==> config.mk <==
export PLATFORM = sky130hd
export DESIGN_NAME = http_request_head_parser
export DESIGN_NICKNAME = d
export VERILOG_FILES = /design/src/hdl/hrhp_pkg.sv /design/src/hdl/hrhp_classify.sv /design/src/hdl/hrhp_step.sv /design/src/hdl/http_request_head_parser.sv
export VERILOG_INCLUDE_DIRS = /design/src /design/src/hdl
export SDC_FILE = /design/constraint.sdc
export NUM_CORES = 1
export LEC_CHECK = 0
export BUFFER_PORTS_ARGS = -buffer_cell sky130_fd_sc_hd__buf_2
export CAP_MARGIN = 20
export CORE_MARGIN = 5
export CORE_UTILIZATION = 45
export DETAILED_ROUTE_END_ITERATION = 8
export GPL_ROUTABILITY_DRIVEN = 0
export HOLD_SLACK_MARGIN = 0.1
export PLACE_DENSITY_LB_ADDON = 0.25
export SLEW_MARGIN = 20
export SYNTH_ARGS = -nofsm -noshare
export SYNTH_HDL_FRONTEND = slang
export SYNTH_HIERARCHICAL = 1
export SYNTH_SLANG_ARGS = --single-unit
==> constraint.sdc <==
create_clock -name clk -period 10.9 [get_ports clk]
set_input_delay 1.09 -clock clk [delete_from_list [all_inputs] [get_ports clk]]
set_output_delay 1.09 -clock clk [all_outputs]
set_load 0.01 [all_outputs]
==> src/hdl/http_request_head_parser_macros.svh <==
// Assertion macros shared by the HTTP request head parser.
`ifndef HTTP_REQUEST_HEAD_PARSER_MACROS_SVH
`define HTTP_REQUEST_HEAD_PARSER_MACROS_SVH

// Same-cycle implication, checked out of reset.
`define HRHP_ASSERT_IMPL(label, ante, cons) \
  label: assert property (@(posedge clk) disable iff (!rst_n) (ante) |-> (cons)) \
    else $error("parser assertion failed");

// Next-cycle implication, checked out of reset.
`define HRHP_ASSERT_NEXT(label, ante, cons) \
  label: assert property (@(posedge clk) disable iff (!rst_n) (ante) |=> (cons)) \
    else $error("parser assertion failed");

`endif

==> src/hdl/hrhp_pkg.sv <==
// Types, codes and constants of the HTTP request head parser.
package hrhp_pkg;

  localparam int VERSION_BITS_DEF = 8;
  localparam int STATE_W = 5;

  localparam logic [STATE_W-1:0] PS_METHOD_START = 5'd0;
  localparam logic [STATE_W-1:0] PS_METHOD       = 5'd1;
  localparam logic [STATE_W-1:0] PS_URI          = 5'd2;
  localparam logic [STATE_W-1:0] PS_H            = 5'd3;
  localparam logic [STATE_W-1:0] PS_T1           = 5'd4;
  localparam logic [STATE_W-1:0] PS_T2           = 5'd5;
  localparam logic [STATE_W-1:0] PS_P            = 5'd6;
  localparam logic [STATE_W-1:0] PS_SLASH        = 5'd7;
  localparam logic [STATE_W-1:0] PS_MAJ_START    = 5'd8;
  localparam logic [STATE_W-1:0] PS_MAJ          = 5'd9;
  localparam logic [STATE_W-1:0] PS_MIN_START    = 5'd10;
  localparam logic [STATE_W-1:0] PS_MIN          = 5'd11;
  localparam logic [STATE_W-1:0] PS_LF1          = 5'd12;
  localparam logic [STATE_W-1:0] PS_LINE_START   = 5'd13;
  localparam logic [STATE_W-1:0] PS_LWS          = 5'd14;
  localparam logic [STATE_W-1:0] PS_NAME         = 5'd15;
  localparam logic [STATE_W-1:0] PS_SP_VALUE     = 5'd16;
  localparam logic [STATE_W-1:0] PS_VALUE        = 5'd17;
  localparam logic [STATE_W-1:0] PS_LF2          = 5'd18;
  localparam logic [STATE_W-1:0] PS_LF3          = 5'd19;

  localparam logic [1:0] STAT_PENDING = 2'd0;
  localparam logic [1:0] STAT_DONE    = 2'd1;
  localparam logic [1:0] STAT_BAD     = 2'd2;

  localparam logic [2:0] ROLE_NONE   = 3'd0;
  localparam logic [2:0] ROLE_METHOD = 3'd1;
  localparam logic [2:0] ROLE_URI    = 3'd2;
  localparam logic [2:0] ROLE_NAME   = 3'd3;
  localparam logic [2:0] ROLE_VALUE  = 3'd4;

  localparam logic [7:0] CH_TAB   = 8'h09;
  localparam logic [7:0] CH_LF    = 8'h0A;
  localparam logic [7:0] CH_CR    = 8'h0D;
  localparam logic [7:0] CH_SP    = 8'h20;
  localparam logic [7:0] CH_DOT   = 8'h2E;
  localparam logic [7:0] CH_SLASH = 8'h2F;
  localparam logic [7:0] CH_ZERO  = 8'h30;
  localparam logic [7:0] CH_NINE  = 8'h39;
  localparam logic [7:0] CH_COLON = 8'h3A;
  localparam logic [7:0] CH_H     = 8'h48;
  localparam logic [7:0] CH_P     = 8'h50;
  localparam logic [7:0] CH_T     = 8'h54;
  localparam logic [7:0] CH_DEL   = 8'h7F;
  localparam logic [7:0] CH_CTL_MAX = 8'h1F;

  typedef struct packed {
    logic [7:0] in_byte;
    logic       restart;
  } hrhp_in_t;

  typedef struct packed {
    logic [1:0] status;
    logic [2:0] byte_role;
    logic       new_header;
    logic [7:0] out_byte;
    logic [7:0] version_major;
    logic [7:0] version_minor;
  } hrhp_out_t;

  typedef struct packed {
    logic is_ctl;
    logic is_token;
    logic is_digit;
    logic is_lws;
  } hrhp_cls_t;

endpackage

==> src/hdl/hrhp_classify.sv <==
// Character class decoder for one byte of the request head.
module hrhp_classify import hrhp_pkg::*; (
  input  logic [7:0] c,
  output hrhp_cls_t  cls
);

  logic sep;

  always_comb begin
    sep = c inside {8'h28, 8'h29, 8'h3C, 8'h3E, 8'h40, 8'h2C, 8'h3B, 8'h3A, 8'h5C,
                    8'h22, 8'h2F, 8'h5B, 8'h5D, 8'h3F, 8'h3D, 8'h7B, 8'h7D};
    cls.is_ctl   = (c <= CH_CTL_MAX) || (c == CH_DEL);
    cls.is_token = (c > CH_SP) && (c < CH_DEL) && !sep;
    cls.is_digit = (c >= CH_ZERO) && (c <= CH_NINE);
    cls.is_lws   = (c == CH_SP) || (c == CH_TAB);
  end

endmodule

==> src/hdl/hrhp_step.sv <==
// Next-state and result logic of the parser for one byte.
module hrhp_step import hrhp_pkg::*; #(
  parameter int VERSION_BITS = VERSION_BITS_DEF
) (
  input  logic [STATE_W-1:0]      st_r,
  input  logic                    hs_r,
  input  logic [VERSION_BITS-1:0] maj_r,
  input  logic [VERSION_BITS-1:0] min_r,
  input  hrhp_in_t                item,
  input  hrhp_cls_t               cls,
  output logic [STATE_W-1:0]      st_nxt,
  output logic                    hs_nxt,
  output logic [VERSION_BITS-1:0] maj_nxt,
  output logic [VERSION_BITS-1:0] min_nxt,
  output logic                    bad,
  output hrhp_out_t               res
);

  function automatic logic [VERSION_BITS-1:0] add_digit(
    input logic [VERSION_BITS-1:0] acc,
    input logic [3:0]              d
  );
    logic [VERSION_BITS+3:0] w;
    begin
      w = ((VERSION_BITS+4)'(acc) << 3) + ((VERSION_BITS+4)'(acc) << 1)
          + (VERSION_BITS+4)'(d);
      add_digit = (|w[VERSION_BITS+3:VERSION_BITS]) ? '1 : w[VERSION_BITS-1:0];
    end
  endfunction

  logic [7:0]              c;
  logic [3:0]              dig;
  logic [STATE_W-1:0]      st_e;
  logic                    hs_e;
  logic [VERSION_BITS-1:0] maj_e;
  logic [VERSION_BITS-1:0] min_e;
  logic [1:0]              status;
  logic [2:0]              role;
  logic                    nh;

  always_comb begin
    c      = item.in_byte;
    dig    = 4'(c - CH_ZERO);
    st_e   = item.restart ? PS_METHOD_START : st_r;
    hs_e   = item.restart ? 1'b0 : hs_r;
    maj_e  = item.restart ? '0 : maj_r;
    min_e  = item.restart ? '0 : min_r;
    st_nxt  = st_e;
    hs_nxt  = hs_e;
    maj_nxt = maj_e;
    min_nxt = min_e;
    status  = STAT_PENDING;
    role    = ROLE_NONE;
    nh      = 1'b0;
    bad     = 1'b0;
    case (st_e)
      PS_METHOD_START: begin
        if (cls.is_token) begin
          st_nxt = PS_METHOD;
          role   = ROLE_METHOD;
        end else bad = 1'b1;
      end
      PS_METHOD: begin
        if (c == CH_SP) st_nxt = PS_URI;
        else if (cls.is_token) role = ROLE_METHOD;
        else bad = 1'b1;
      end
      PS_URI: begin
        if (c == CH_SP) st_nxt = PS_H;
        else if (cls.is_ctl) bad = 1'b1;
        else role = ROLE_URI;
      end
      PS_H:  if (c == CH_H) st_nxt = PS_T1; else bad = 1'b1;
      PS_T1: if (c == CH_T) st_nxt = PS_T2; else bad = 1'b1;
      PS_T2: if (c == CH_T) st_nxt = PS_P; else bad = 1'b1;
      PS_P:  if (c == CH_P) st_nxt = PS_SLASH; else bad = 1'b1;
      PS_SLASH: begin
        if (c == CH_SLASH) begin
          maj_nxt = '0;
          min_nxt = '0;
          st_nxt  = PS_MAJ_START;
        end else bad = 1'b1;
      end
      PS_MAJ_START: begin
        if (cls.is_digit) begin
          maj_nxt = add_digit(maj_e, dig);
          st_nxt  = PS_MAJ;
        end else bad = 1'b1;
      end
      PS_MAJ: begin
        if (c == CH_DOT) st_nxt = PS_MIN_START;
        else if (cls.is_digit) maj_nxt = add_digit(maj_e, dig);
        else bad = 1'b1;
      end
      PS_MIN_START: begin
        if (cls.is_digit) begin
          min_nxt = add_digit(min_e, dig);
          st_nxt  = PS_MIN;
        end else bad = 1'b1;
      end
      PS_MIN: begin
        if (c == CH_CR) st_nxt = PS_LF1;
        else if (cls.is_digit) min_nxt = add_digit(min_e, dig);
        else bad = 1'b1;
      end
      PS_LF1: if (c == CH_LF) st_nxt = PS_LINE_START; else bad = 1'b1;
      PS_LINE_START: begin
        if (c == CH_CR) st_nxt = PS_LF3;
        else if (hs_e && cls.is_lws) st_nxt = PS_LWS;
        else if (cls.is_token) begin
          hs_nxt = 1'b1;
          st_nxt = PS_NAME;
          role   = ROLE_NAME;
          nh     = 1'b1;
        end else bad = 1'b1;
      end
      PS_LWS: begin
        if (c == CH_CR) st_nxt = PS_LF2;
        else if (cls.is_lws) st_nxt = PS_LWS;
        else if (cls.is_ctl) bad = 1'b1;
        else begin
          st_nxt = PS_VALUE;
          role   = ROLE_VALUE;
        end
      end
      PS_NAME: begin
        if (c == CH_COLON) st_nxt = PS_SP_VALUE;
        else if (cls.is_token) role = ROLE_NAME;
        else bad = 1'b1;
      end
      PS_SP_VALUE: if (c == CH_SP) st_nxt = PS_VALUE; else bad = 1'b1;
      PS_VALUE: begin
        if (c == CH_CR) st_nxt = PS_LF2;
        else if (cls.is_ctl) bad = 1'b1;
        else role = ROLE_VALUE;
      end
      PS_LF2: if (c == CH_LF) st_nxt = PS_LINE_START; else bad = 1'b1;
      PS_LF3: if (c == CH_LF) status = STAT_DONE; else bad = 1'b1;
      default: bad = 1'b1;
    endcase
    if (bad) begin
      st_nxt  = st_e;
      hs_nxt  = hs_e;
      maj_nxt = maj_e;
      min_nxt = min_e;
      status  = STAT_BAD;
      role    = ROLE_NONE;
      nh      = 1'b0;
    end
    res.status        = status;
    res.byte_role     = role;
    res.new_header    = nh;
    res.out_byte      = c;
    res.version_major = 8'(maj_nxt);
    res.version_minor = 8'(min_nxt);
  end

endmodule

==> src/hdl/http_request_head_parser.sv <==
// Top level of the HTTP request head parser: input register, parse step, result register.
// A byte accepted into the input register is parsed and then held in the result register
// once that register is free; one byte item per cycle while out_ready does not stall the output.
// Reset clears both valid flags and returns the parser to method start with cleared
// version counts; no clearing pass is needed.
`include "http_request_head_parser_macros.svh"

module http_request_head_parser import hrhp_pkg::*; #(
  parameter int VERSION_BITS = VERSION_BITS_DEF
) (
  input  logic      clk,
  input  logic      rst_n,
  input  logic      in_valid,
  output logic      in_ready,
  input  hrhp_in_t  in_data,
  output logic      out_valid,
  input  logic      out_ready,
  output hrhp_out_t out_data
);

  hrhp_in_t                in_r;
  logic                    s1_valid_r;
  logic                    s1_adv;
  logic                    out_valid_r;
  hrhp_out_t               out_r;
  logic [STATE_W-1:0]      state_r;
  logic                    hs_r;
  logic [VERSION_BITS-1:0] maj_r;
  logic [VERSION_BITS-1:0] min_r;
  logic [STATE_W-1:0]      state_nxt;
  logic                    hs_nxt;
  logic [VERSION_BITS-1:0] maj_nxt;
  logic [VERSION_BITS-1:0] min_nxt;
  logic                    step_bad;
  hrhp_out_t               step_res;
  hrhp_cls_t               cls;

  assign s1_adv    = s1_valid_r && (!out_valid_r || out_ready);
  assign in_ready  = !s1_valid_r || s1_adv;
  assign out_valid = out_valid_r;
  assign out_data  = out_r;

  hrhp_classify u_classify (
    .c   (in_r.in_byte),
    .cls (cls)
  );

  hrhp_step #(
    .VERSION_BITS (VERSION_BITS)
  ) u_step (
    .st_r    (state_r),
    .hs_r    (hs_r),
    .maj_r   (maj_r),
    .min_r   (min_r),
    .item    (in_r),
    .cls     (cls),
    .st_nxt  (state_nxt),
    .hs_nxt  (hs_nxt),
    .maj_nxt (maj_nxt),
    .min_nxt (min_nxt),
    .bad     (step_bad),
    .res     (step_res)
  );

  always_ff @(posedge clk) begin
    if (!rst_n) begin
      s1_valid_r  <= 1'b0;
      out_valid_r <= 1'b0;
      state_r     <= PS_METHOD_START;
      hs_r        <= 1'b0;
      maj_r       <= '0;
      min_r       <= '0;
    end else begin
      if (in_valid && in_ready) begin
        s1_valid_r <= 1'b1;
      end else if (s1_adv) begin
        s1_valid_r <= 1'b0;
      end
      if (s1_adv) begin
        out_valid_r <= 1'b1;
        state_r     <= state_nxt;
        hs_r        <= hs_nxt;
        maj_r       <= maj_nxt;
        min_r       <= min_nxt;
      end else if (out_ready) begin
        out_valid_r <= 1'b0;
      end
    end
  end

  always_ff @(posedge clk) begin
    if (in_valid && in_ready) begin
      in_r <= in_data;
    end
    if (s1_adv) begin
      out_r <= step_res;
    end
  end

  `HRHP_ASSERT_NEXT(a_bad_keeps_state, s1_adv && step_bad && !in_r.restart,
                    $stable(state_r) && $stable(hs_r))
  `HRHP_ASSERT_IMPL(a_done_only_from_lf3, s1_adv && step_res.status == STAT_DONE,
                    state_r == PS_LF3 && !in_r.restart)
  `HRHP_ASSERT_IMPL(a_header_seen_clears_on_restart, $fell(hs_r),
                    $past(s1_adv && in_r.restart))
  `HRHP_ASSERT_IMPL(a_new_header_is_name, out_valid_r && out_r.new_header,
                    out_r.byte_role == ROLE_NAME && out_r.status == STAT_PENDING)

endmodule
==> impl_metrics.toml <==
[yosys]
avgSynthCellArea_sq_um = 9.03
synth_ff_type = "edfxtp_1"
yosysSeqAreaShare = 0.313
synthesis.nets = 629
synth_cells = 584
async_reset_ff_frac = 0
synth_enable_flop_cells = 39
syn-cell-area_sq_um = 5280
ys_ff_latch = 63
ys_warn_count = 6
synthDistinctLibCells = 92

[cells_and_area]
syn2layout_area_growth_pct = 4.93
seq_area_sq_um = 1650
n_antenna_cell = 0
final_util = 0.483
drive_above_1_share = 0.157
fillers = 1092
final_cell_count_no_fill = 735
multi_input_area_sq_um = 3080
num-nets-final = 632

[timing]
finClkSkew_ns = 0.00392
hold_viol = 0
setup_viol = 0
tightestPinTransition_ns = 1.02
rsz0062_at_grt = "no"
timing.final.crit_share = 0.444
fin_crit_ns = 4.84
fin_setup_tns_ns = 0
slew_headroom = 0.311
finalMaxSlewViolations = 0
max_freq_mhz = 206

[worst_setup_path]
crit_arrival_ns = 5.03
crit_chain = "inv_1 -> nand2_1 -> inv_1 -> ha_1 -> ha_1 -> inv_1 -> fa_1 -> nor2b_1 -> o2111a_1 -> o21ai_0 -> and3_1 -> mux2i_1 -> nand3_1 -> o311ai_0 -> nand3_1 -> nand2_1 -> mux2i_1"
crit_family = "simple AND/OR/NAND/NOR gates"
endpoint_kind = "flop"
r2r_cells = 17
critPathRequiredTime_ns = 11.09
crit_type = "flop to flop"
crit_path_frequent_cell = "inv_1"
crit_path_start_kind = "flop"
crit_cells = 17
crit_path_top_delay_cell = "edfxtp_1"
crit_fanout = 28
cp.buffers_inverters = 3
worst_path_largest_cell_delay_ns = 1.00

[grt]
grt_usage = 0.185
grt_max_degree = 47
first_global_vias = 4339
antenna_found_initial = 0
grt_overflow = 0
grt_pass1_wl_mm = 21.6

[detailed_routing]
drtIter0Drc = 426
finalWirelength_mm = 13.4
vias_per_cell = 6.26
vias = 4598
first_pass_iters = 6
drc = 0
wl_per_cell_microns = 18.3
ant_nets = 0

[clock_network]
post_cts_resized = 0
clkSinkCount = 63
cts-root-buf = "clkbuf_16"
cts_htree_levels = 3
cts_setup_buffers = 0
clock_latency_ns = 0.33
clkTransAtPathRegs_ns = 0.05
clk_path_buf_depth = 2
cts_made_buffers = 9
ctsHoldBuffers = 0
cts_tree = "done"

[placed_design]
dp.cells = 719
dpl.hpwl_mm = 9.44
numPortBuffers = 44

[floorplanning]
fp.dieH_microns = 118
die_w_microns = 118
core-area_sq_um = 11500
pin_count = 45
rows = 39
initial_core_util = 0.460
die_area_sq_um = 14000

[run]
max_cap_violations = 0

[power]
ir_drop_v = 0.000121
p_leak_uw = 0.00211
power_density_nw_per_um2 = 112
power_uw = 619

[worst_hold_path]
min_path_cells = 2
hp-class = "flop to flop"

[run_status]
outcome = "finished clean"
==> registers in the layout, indices dropped and copies added (netlist names) <==
signal and cells:
hs_r 1, out_data 30, out_valid 1, in_r 9
min_r 8, s1_valid_r 1, state_r 5, maj_r 8
==> final timing paths <==
check / slack [ns] / start / to
worst max-delay path: 6.06 / in_r[0] / maj_r[0]
worst min register to register: 0.45 / min_r[4] / min_r[4]
worst min-delay path: 0.45 / min_r[4] / min_r[4]
worst max register to register: 6.06 / in_r[0] / maj_r[0]
==> per-layer routing <==
| layer | track usage | vias to the layer above | part of all wire |
|---|---|---|---|
| met5 | 0 | - | 0 |
| met4 | 0.0717 | 0 | 0.032 |
| met3 | 0.0463 | 50 | 0.086 |
| met2 | 0.297 | 246 | 0.46 |
| met1 | 0.240 | 2144 | 0.42 |
| li1 | - | 2158 | - |
==> worst register-to-register path: stages (launching register included) <==
cell      delay (ns)
edfxtp_1        1.00
inv_1           0.49
nand2_1         0.19
inv_1           0.09
ha_1            0.29
ha_1            0.20
inv_1           0.07
fa_1            0.41
nor2b_1         0.21
o2111a_1        0.23
o21ai_0         0.12
and3_1          0.17
mux2i_1         0.30
nand3_1         0.28
o311ai_0        0.35
nand3_1         0.15
nand2_1         0.08
mux2i_1         0.08
==> synth_stat cells, types with 4 or more instances <==
library cell / number / share of area
inv_1: 20 / 0.014
o211ai_1: 8 / 0.011
clkbuf_8: 8 / 0.021
nor3_1: 12 / 0.011
dfxtp_1: 24 / 0.091
nand2_1: 88 / 0.063
and2_1: 6 / 0.0071
o2111ai_1: 4 / 0.0066
nand3_1: 22 / 0.021
nor2b_1: 20 / 0.024
xnor2_1: 4 / 0.0066
or4_1: 4 / 0.0057
mux2i_1: 25 / 0.047
buf_6: 6 / 0.013
nor4bb_1: 4 / 0.0076
buf_4: 26 / 0.037
ha_1: 30 / 0.071
a31oi_1: 9 / 0.011
a21oi_1: 27 / 0.026
nor4_1: 6 / 0.0071
and3_1: 4 / 0.0047
nor2_1: 39 / 0.028
xor2_1: 4 / 0.0066
a2111oi_0: 4 / 0.0066
nand3b_1: 4 / 0.0057
o21ai_0: 17 / 0.016
edfxtp_1: 39 / 0.22
a211oi_1: 7 / 0.010
o22ai_1: 5 / 0.0059
a21o_1: 6 / 0.0085
buf_2: 6 / 0.0057
==> through the flow <==
stage          setup WS [ns]  hold slack (ns)  cell area [sq um]
2_1_floorplan           6.81            0.430               5280
3_3_place_gp            6.35            0.438               5220
3_5_place_dp            6.16            0.444               5220
4_1_cts                 6.09            0.454               5540
5_1_grt                 5.60            0.470               5540
6_report                6.06            0.453               5540
==> layout by cell type, fill, tap and decap left out, drive strengths merged, types with 5 or more instances in the layout <==
| cell type | instances |
|---|---|
| nand2 | 88 |
| buf | 46 |
| nor2 | 40 |
| nor3 | 12 |
| and2 | 8 |
| a21o | 6 |
| inv | 20 |
| a31oi | 9 |
| a21oi | 28 |
| dfxtp | 24 |
| mux2i | 25 |
| ha | 30 |
| edfxtp | 39 |
| a211oi | 7 |
| o22ai | 5 |
| nand3 | 22 |
| nor2b | 22 |
| a2111oi | 6 |
| o211ai | 9 |
| clkbuf | 10 |
| or4 | 5 |
| nor4 | 6 |
| and3 | 6 |
| o21ai | 20 |
==> where the power goes <==
part           total (uW)  switching (uW)  internal, uW
Clock                 301             102           199
Sequential            274            12.0           262
Combinational        44.9            27.4          17.5
Total                 619             141           478
==> cell families after synthesis <==
family	synth area share
simple gates	0.264
fa+ha+maj	0.0787
mux	0.0496
compound gates	0.177
xor+xnor	0.0133
flops	0.313
buf+inv	0.104
==> final cells by class <==
type	count	share of cell area
Clock inverter	6	0.0154
Tap cell	143	0.0323
Timing Repair Buffer	46	0.0425
Clock buffer	10	0.0414
Sequential cell	63	0.298
Multi-Input combinational cell	447	0.557
Inverter	20	0.0136
Note: power is estimated with default switching activity, not from simulation.
